==> src/rtl/fsps_pkg.sv <==
package fsps_pkg;

    localparam int CmdW  = 3;
    localparam int PidW  = 16;
    localparam int GrpW  = 8;
    localparam int CpuW  = 16;
    localparam int PrioW = 22;
    localparam int StW   = 2;

    localparam logic [CmdW-1:0] CMD_ADD_READY = 3'd0;
    localparam logic [CmdW-1:0] CMD_ADD_SUSP  = 3'd1;
    localparam logic [CmdW-1:0] CMD_RESUME    = 3'd2;
    localparam logic [CmdW-1:0] CMD_REMOVE    = 3'd3;
    localparam logic [CmdW-1:0] CMD_SET_GROUP = 3'd4;
    localparam logic [CmdW-1:0] CMD_SCHEDULE  = 3'd5;

    localparam logic [StW-1:0] ST_OK   = 2'd0;
    localparam logic [StW-1:0] ST_FULL = 2'd1;
    localparam logic [StW-1:0] ST_MISS = 2'd2;

    // input tdata: cmd, proc_id, group_id, cpu_usage, group_usage, group_count
    localparam int InW  = CmdW + PidW + GrpW + CpuW + CpuW + GrpW; // 67
    localparam int InTW = 72;
    // output tdata: status, out_pid, out_group, out_priority
    localparam int OutW  = StW + PidW + GrpW + PrioW; // 48
    localparam int OutTW = 48;

    typedef struct packed {
        logic             rdy;
        logic [PidW-1:0]  pid;
        logic [GrpW-1:0]  grp;
        logic [CpuW-1:0]  cpu;
        logic [CpuW-1:0]  gcpu;
        logic [PrioW-1:0] prio;
    } t_entry;

    typedef struct packed {
        logic [StW-1:0]   status;
        logic [PidW-1:0]  pid;
        logic [GrpW-1:0]  grp;
        logic [PrioW-1:0] prio;
    } t_result;

endpackage

==> src/rtl/fsps_prio_unit.sv <==
// Shared per-entry arithmetic: halves both counts and computes the priority.
module fsps_prio_unit
    import fsps_pkg::*;
(
    input  logic [CpuW-1:0]  i_cpu,
    input  logic [CpuW-1:0]  i_gcpu,
    input  logic [GrpW-1:0]  i_groups,
    input  logic [GrpW-1:0]  i_base,
    output logic [CpuW-1:0]  o_cpu,
    output logic [CpuW-1:0]  o_gcpu,
    output logic [PrioW-1:0] o_prio
);
    logic [CpuW+GrpW-2:0] w_prod;

    assign o_cpu  = {1'b0, i_cpu[CpuW-1:1]};
    assign o_gcpu = {1'b0, i_gcpu[CpuW-1:1]};
    assign w_prod = o_gcpu[CpuW-2:0] * i_groups;
    assign o_prio = PrioW'(i_base) + PrioW'(o_cpu[CpuW-1:1])
                  + PrioW'(w_prod[CpuW+GrpW-2:2]);
endmodule

==> src/rtl/fair_share_process_scheduler_core.sv <==
// Channel | Dir | Handshake           | Payload
// s_axis  | in  | tvalid/tready       | tdata: command fields (72b)
// m_axis  | out | tvalid/tready       | tdata: result fields (48b)
// cfg     | in  | i_cfg_we            | base priority (8b)
// Add and unused commands go from the scan state straight to the output state;
// resume, remove, set-group and schedule walk the table one slot per cycle, with
// schedule using the shared priority unit, and remove/resume/schedule compact the
// table in a second walk. Reset clears the count, control and base priority only.
// Output stalls hold the result register; no new command until it is taken.
module fair_share_process_scheduler_core
    import fsps_pkg::*;
#(
    parameter int TABLE_DEPTH = 16
)(
    input  logic             i_clk,
    input  logic             i_rst_n,
    input  logic             s_axis_tvalid,
    output logic             s_axis_tready,
    // [2:0] cmd, [18:3] proc_id, [26:19] group_id, [42:27] cpu_usage,
    // [58:43] group_usage, [66:59] group_count, [71:67] zero
    input  logic [InTW-1:0]  s_axis_tdata,
    output logic             m_axis_tvalid,
    input  logic             m_axis_tready,
    // [1:0] status, [17:2] out_pid, [25:18] out_group, [47:26] out_priority
    output logic [OutTW-1:0] m_axis_tdata,
    input  logic             i_cfg_we,
    input  logic [GrpW-1:0]  i_cfg_wdata
);
    localparam int IdxW = (TABLE_DEPTH > 1) ? $clog2(TABLE_DEPTH) : 1;
    localparam int CntW = $clog2(TABLE_DEPTH + 1);

    localparam logic [2:0] S_IDLE = 3'd0;
    localparam logic [2:0] S_SCAN = 3'd1;
    localparam logic [2:0] S_MOVE = 3'd2;
    localparam logic [2:0] S_TAIL = 3'd3;
    localparam logic [2:0] S_OUT  = 3'd4;

    t_entry r_tab [TABLE_DEPTH];
    logic [CntW-1:0] r_count;
    logic [2:0]      r_state;
    logic [IdxW-1:0] r_idx;
    logic [CntW-1:0] r_hit;
    logic            r_found;
    logic [PrioW-1:0] r_best;
    logic [IdxW-1:0] r_bidx;
    t_entry          r_save;
    logic [GrpW-1:0] r_base;
    logic [CmdW-1:0] r_cmd;
    logic [PidW-1:0] r_pid;
    logic [GrpW-1:0] r_grp;
    logic [CpuW-1:0] r_cpu;
    logic [CpuW-1:0] r_gcpu;
    logic [GrpW-1:0] r_groups;
    t_result         r_res;
    logic            r_ovalid;

    t_entry          w_cur;
    logic [CpuW-1:0] w_hc, w_hg;
    logic [PrioW-1:0] w_prio;
    logic            w_last;

    assign w_cur  = r_tab[r_idx];
    assign w_last = (CntW'(r_idx) + 1'b1 >= r_count);

    fsps_prio_unit u_prio (
        .i_cpu(w_cur.cpu), .i_gcpu(w_cur.gcpu), .i_groups(r_groups),
        .i_base(r_base), .o_cpu(w_hc), .o_gcpu(w_hg), .o_prio(w_prio)
    );

    assign s_axis_tready = (r_state == S_IDLE) && !r_ovalid;
    assign m_axis_tvalid = r_ovalid;
    assign m_axis_tdata  = {r_res.prio, r_res.grp, r_res.pid, r_res.status};

    // base priority register
    always_ff @(posedge i_clk) begin
        if (!i_rst_n) r_base <= '0;
        else if (i_cfg_we) r_base <= i_cfg_wdata;
    end

    // sequencer
    always_ff @(posedge i_clk) begin
        if (!i_rst_n) begin
            r_state  <= S_IDLE;
            r_count  <= '0;
            r_ovalid <= 1'b0;
        end else begin
            if (r_ovalid && m_axis_tready) r_ovalid <= 1'b0;
            unique case (r_state)
                S_IDLE: begin
                    if (s_axis_tvalid && s_axis_tready) begin
                        r_cmd    <= s_axis_tdata[2:0];
                        r_pid    <= s_axis_tdata[18:3];
                        r_grp    <= s_axis_tdata[26:19];
                        r_cpu    <= s_axis_tdata[42:27];
                        r_gcpu   <= s_axis_tdata[58:43];
                        r_groups <= s_axis_tdata[66:59];
                        r_idx    <= '0;
                        r_found  <= 1'b0;
                        r_res    <= '0;
                        r_state  <= S_SCAN;
                    end
                end
                S_SCAN: begin
                    priority if (r_cmd == CMD_ADD_READY || r_cmd == CMD_ADD_SUSP) begin
                        if (r_count >= CntW'(TABLE_DEPTH)) r_res.status <= ST_FULL;
                        else begin
                            r_tab[r_count[IdxW-1:0]] <= '{rdy: (r_cmd == CMD_ADD_READY),
                                pid: r_pid, grp: r_grp, cpu: r_cpu, gcpu: r_gcpu,
                                prio: '0};
                            r_count <= r_count + 1'b1;
                        end
                        r_state <= S_OUT;
                    end else if (r_cmd == CMD_RESUME || r_cmd == CMD_REMOVE) begin
                        if (r_count == '0) begin
                            r_res.status <= ST_MISS;
                            r_state <= S_OUT;
                        end else if (w_cur.pid == r_pid &&
                                     (r_cmd == CMD_REMOVE || !w_cur.rdy)) begin
                            r_save <= w_cur;
                            if (r_cmd == CMD_REMOVE) begin
                                r_res.pid <= w_cur.pid;
                                r_res.grp <= w_cur.grp;
                            end
                            r_state <= S_MOVE;
                        end else if (w_last) begin
                            r_res.status <= ST_MISS;
                            r_state <= S_OUT;
                        end else r_idx <= r_idx + 1'b1;
                    end else if (r_cmd == CMD_SET_GROUP) begin
                        if (r_count == '0) r_state <= S_OUT;
                        else begin
                            if (w_cur.grp == r_grp) r_tab[r_idx].gcpu <= r_gcpu;
                            if (w_last) r_state <= S_OUT;
                            else r_idx <= r_idx + 1'b1;
                        end
                    end else if (r_cmd == CMD_SCHEDULE) begin
                        if (r_count == '0) begin
                            r_res.status <= ST_MISS;
                            r_state <= S_OUT;
                        end else begin
                            r_tab[r_idx].cpu  <= w_hc;
                            r_tab[r_idx].gcpu <= w_hg;
                            r_tab[r_idx].prio <= w_prio;
                            if (w_cur.rdy && (!r_found || w_prio < r_best)) begin
                                r_found <= 1'b1;
                                r_best  <= w_prio;
                                r_bidx  <= r_idx;
                            end
                            if (w_last) begin
                                if (w_cur.rdy && (!r_found || w_prio < r_best)) begin
                                    r_res <= '{status: ST_OK, pid: w_cur.pid,
                                               grp: w_cur.grp, prio: w_prio};
                                    r_state <= S_MOVE;
                                end else if (r_found) begin
                                    r_res <= '{status: ST_OK, pid: r_tab[r_bidx].pid,
                                               grp: r_tab[r_bidx].grp, prio: r_best};
                                    r_idx <= r_bidx;
                                    r_state <= S_MOVE;
                                end else begin
                                    r_res.status <= ST_MISS;
                                    r_state <= S_OUT;
                                end
                            end else r_idx <= r_idx + 1'b1;
                        end
                    end else r_state <= S_OUT;
                end
                S_MOVE: begin
                    // shift later entries up one slot
                    if (w_last) begin
                        if (r_cmd == CMD_RESUME) r_state <= S_TAIL;
                        else begin
                            r_count <= r_count - 1'b1;
                            r_state <= S_OUT;
                        end
                    end else begin
                        r_tab[r_idx] <= r_tab[r_idx + 1'b1];
                        r_idx <= r_idx + 1'b1;
                    end
                end
                S_TAIL: begin
                    r_tab[r_idx] <= '{rdy: 1'b1, pid: r_save.pid, grp: r_save.grp,
                        cpu: r_save.cpu, gcpu: r_save.gcpu, prio: r_save.prio};
                    r_state <= S_OUT;
                end
                S_OUT: begin
                    r_ovalid <= 1'b1;
                    r_state  <= S_IDLE;
                end
                default: r_state <= S_IDLE;
            endcase
        end
    end
endmodule

==> config.mk <==
export PLATFORM = sky130hd
export DESIGN_NAME = fair_share_process_scheduler_core
export DESIGN_NICKNAME = d
export VERILOG_FILES = /design/src/rtl/fsps_pkg.sv /design/src/rtl/fsps_prio_unit.sv /design/src/rtl/fair_share_process_scheduler_core.sv
export SDC_FILE = /design/constraint.sdc
export NUM_CORES = 2
export LEC_CHECK = 0
export ABC_CLOCK_PERIOD_IN_PS = 27000
export BUFFER_PORTS_ARGS = -buffer_cell sky130_fd_sc_hd__clkbuf_2
export CAP_MARGIN = 20
export CORE_MARGIN = 2
export CORE_UTILIZATION = 60
export DETAILED_ROUTE_END_ITERATION = 10
export MAX_ROUTING_LAYER = met4
export PLACE_DENSITY_LB_ADDON = 0.12
export SETUP_SLACK_MARGIN = 0.2
export SYNTH_ARGS = -nofsm -noshare
export SYNTH_HDL_FRONTEND = slang
export SYNTH_SLANG_ARGS = --single-unit
==> constraint.sdc <==
create_clock -name i_clk -period 27 [get_ports i_clk]
set_input_delay 2.7 -clock i_clk [delete_from_list [all_inputs] [get_ports i_clk]]
set_output_delay 2.7 -clock i_clk [all_outputs]
set_load 0.01 [all_outputs]
==> results.yml <==
synth:
  synth_ff_type: "edfxtp_1"
  syn_area_um2: 58600
  async_reset_ff_share_pct: 0
  yosys-top-cells-area: "edfxtp_1, mux4_2, fa_1"
  synth_common_cells: "edfxtp_1, mux4_2, nand2_1"
  synth.most_common_cell: "edfxtp_1"
  synthCells: 3700
  yosys.area.top_type: "edfxtp_1"
  ys.warnings.count: 0
  synth_seq_cells: 1085
  synth_top_area_share_pct: 54.3
  syn-num-nets: 3961
  synth_edf_count: 1060
  yosysUniqueCellTypes: 79
  synth-seq-area-share_pct: 55.2
  syn_area_per_cell_um2: 15.8
route:
  via_count: 37300
  drc: 0
  drt_pass1_iterations: 6
  wirelength_mm: 163
  post_drt_via_cell_ratio: 7.18
  wl_per_cell_um: 31.4
  drt.antenna.violating_nets: 0
  drtIter0Drc: 5000
timing:
  tns_ps: 0
  fin_crit_sh_pct: 47.9
  setup_viol: 0
  fin_crit_ps: 12920
  fmax_mhz: 77.4
  slew_viol_final: 0
  relSlewSlack_pct: 21.3
  fin_skew_ps: 32.7
  hold_viol: 0
  tightest_slew_ps: 1180
  rsz0062_at_grt: "false"
clock_tree:
  clock_latency_ps: 710
  clockRootBuffer: "clkbuf_16"
  cts_max_path_buffers: 3
  cts_tree: "done"
  post_cts_resized: 0
  clock-sinks: 1085
  hold_buffers: 0
  postCtsSetupBuffers: 0
  h-tree-depth: 3
  clk_pin_slew_ps: 60
  numCtsBuffers: 110
worst_setup_path:
  r2r_slack_ps: 14080
  critical_path.max_stage_delay_ps: 870
  crit_path_end_kind: "flip-flop"
  cp-start-kind: "flip-flop"
  arrival_ps: 13520
  cp_slowest_cell: "buf_4"
  crit_top_cell: "buf_4"
  critPathRequiredTime_ps: 27590
  crit_fanout: 45
  path_class: "reg -> reg"
  rr_worst_depth: 34
placement:
  place_area_um2: 60900
  dp_hpwl_mm: 93.5
  port_buffers: 126
  routabilityCongestion: 0.952
grt:
  gr-total-overflow: 0
  grt_max_degree: 133
  grt_util_all_layers_pct: 34.2
  grt_pass1_vias: 38200
  grt_first_pass_wirelength_mm: 242
  antenna_found_initial: 5
floorplan:
  die_y_um: 316
  start_util_pct: 60.6
  rows: 114
  core_um2: 96700
  die_x_um: 316
  io_pins: 135
  die-area_um2: 100000
job:
  maxCapViolCount: 0
cells_and_area:
  synthToLayoutAreaGrowth_pct: 9.81
  num-nets-final: 4094
  layout-drive-gt1-share_pct: 26.3
  final_cell_area_um2: 64300
  n_fill_cell: 6455
hold_path:
  min_path_type: "reg -> reg"
  min_from: "r_bidx[1]"
run_status:
  status: "finished, final reports clean"
state kept, by name, indices dropped and copies added (netlist names), 3 cells and up, named ones only:
name	count
r_bidx	4
r_idx	4
r_pid	16
r_state	3
m_axis_tdata	48
r_grp	8
r_tab	864
r_groups	8
r_cmd	3
r_cpu	14
r_gcpu	15
r_base	8
r_count	5
r_save	53
r_best	22
placed cells by master (no fill, tap or decap), drive strengths merged, types with 61 or more instances in the layout:
master  netlist  final
a21oi       150    150
and2        110    110
and3         61     61
buf          85    143
clkbuf      163    265
edfxtp     1060   1060
fa           81     81
ha           95     95
inv         136    141
mux2i       105    105
mux4        565    565
nand2       392    392
nor2        135    135
o21ai        79     79
cell type report:
cell class              instances  area, um^2  area share [%]
diodes                          3        7.51          0.0117
clock buffers                 139        2960            4.59
clock inverters                59         477           0.741
inverters                     139         527           0.819
multi-input cells            2228       24700            38.4
flip-flops and latches       1085       32400            50.3
well taps                    1276        1600            2.48
repair buffers                269        1710            2.66
through the flow:
step | worst slack [ps] | cells | hold WS [ps] | util [%]
floorplan | 15750 | 3700 | 477 | -
global placement | 14250 | 4983 | 496 | 62.9
detailed placement | 14070 | 4994 | 497 | 62.9
CTS | 14040 | 5192 | 511 | 66.5
global route | 13250 | 5198 | 551 | 66.5
finish | 14080 | 5198 | 514 | 66.5
critical path, delay by kind of cell, from the launching register on:
kind,cells,cell delay [ps]
AOI/OAI and AO/OA,11,2290
muxes,3,1640
xor gates and xnor gates,2,630
and+or+nand+nor,3,950
buffers and inverters,8,3430
DFF,1,690
adders and majority gates,7,3080
how the worst min path moves through the flow:
| stage | to | cells after the start |
|---|---|---|
| after detailed placement | flip-flop | 1 |
| final | flip-flop | 1 |
| after global placement | flip-flop | 1 |
| after floorplan | flip-flop | 1 |
| after global routing | flip-flop | 1 |
| after CTS | flip-flop | 1 |
kinds of logic (layout without fill, tap and decap cells):
kind of cell / count (synthesis) / count (layout) / synth area share [%]
AO/OA/AOI/OAI: 459 / 459 / 5.05
XOR/XNOR: 74 / 74 / 1.11
adder cells (fa/ha/maj): 176 / 176 / 4.80
buffers and inverters: 387 / 606 / 3.07
flip-flops: 1085 / 1085 / 55.2
multiplexers: 694 / 694 / 24.2
other: 0 / 3 / 0
AND/OR/NAND/NOR: 825 / 825 / 6.57
routing by layer:
| layer | part of all wire (%) | track usage, % | vias up |
|---|---|---|---|
| met5 | 0 | - | - |
| met4 | 3.8 | 12.5 | 0 |
| met3 | 12 | 7.12 | 457 |
| met2 | 48 | 53.3 | 2641 |
| met1 | 36 | 45.2 | 19200 |
| li1 | - | - | 15100 |
Power is left out: the tool's default activity adds up to more than one toggle a clock period on the data nets, which glitch-free logic cannot reach.
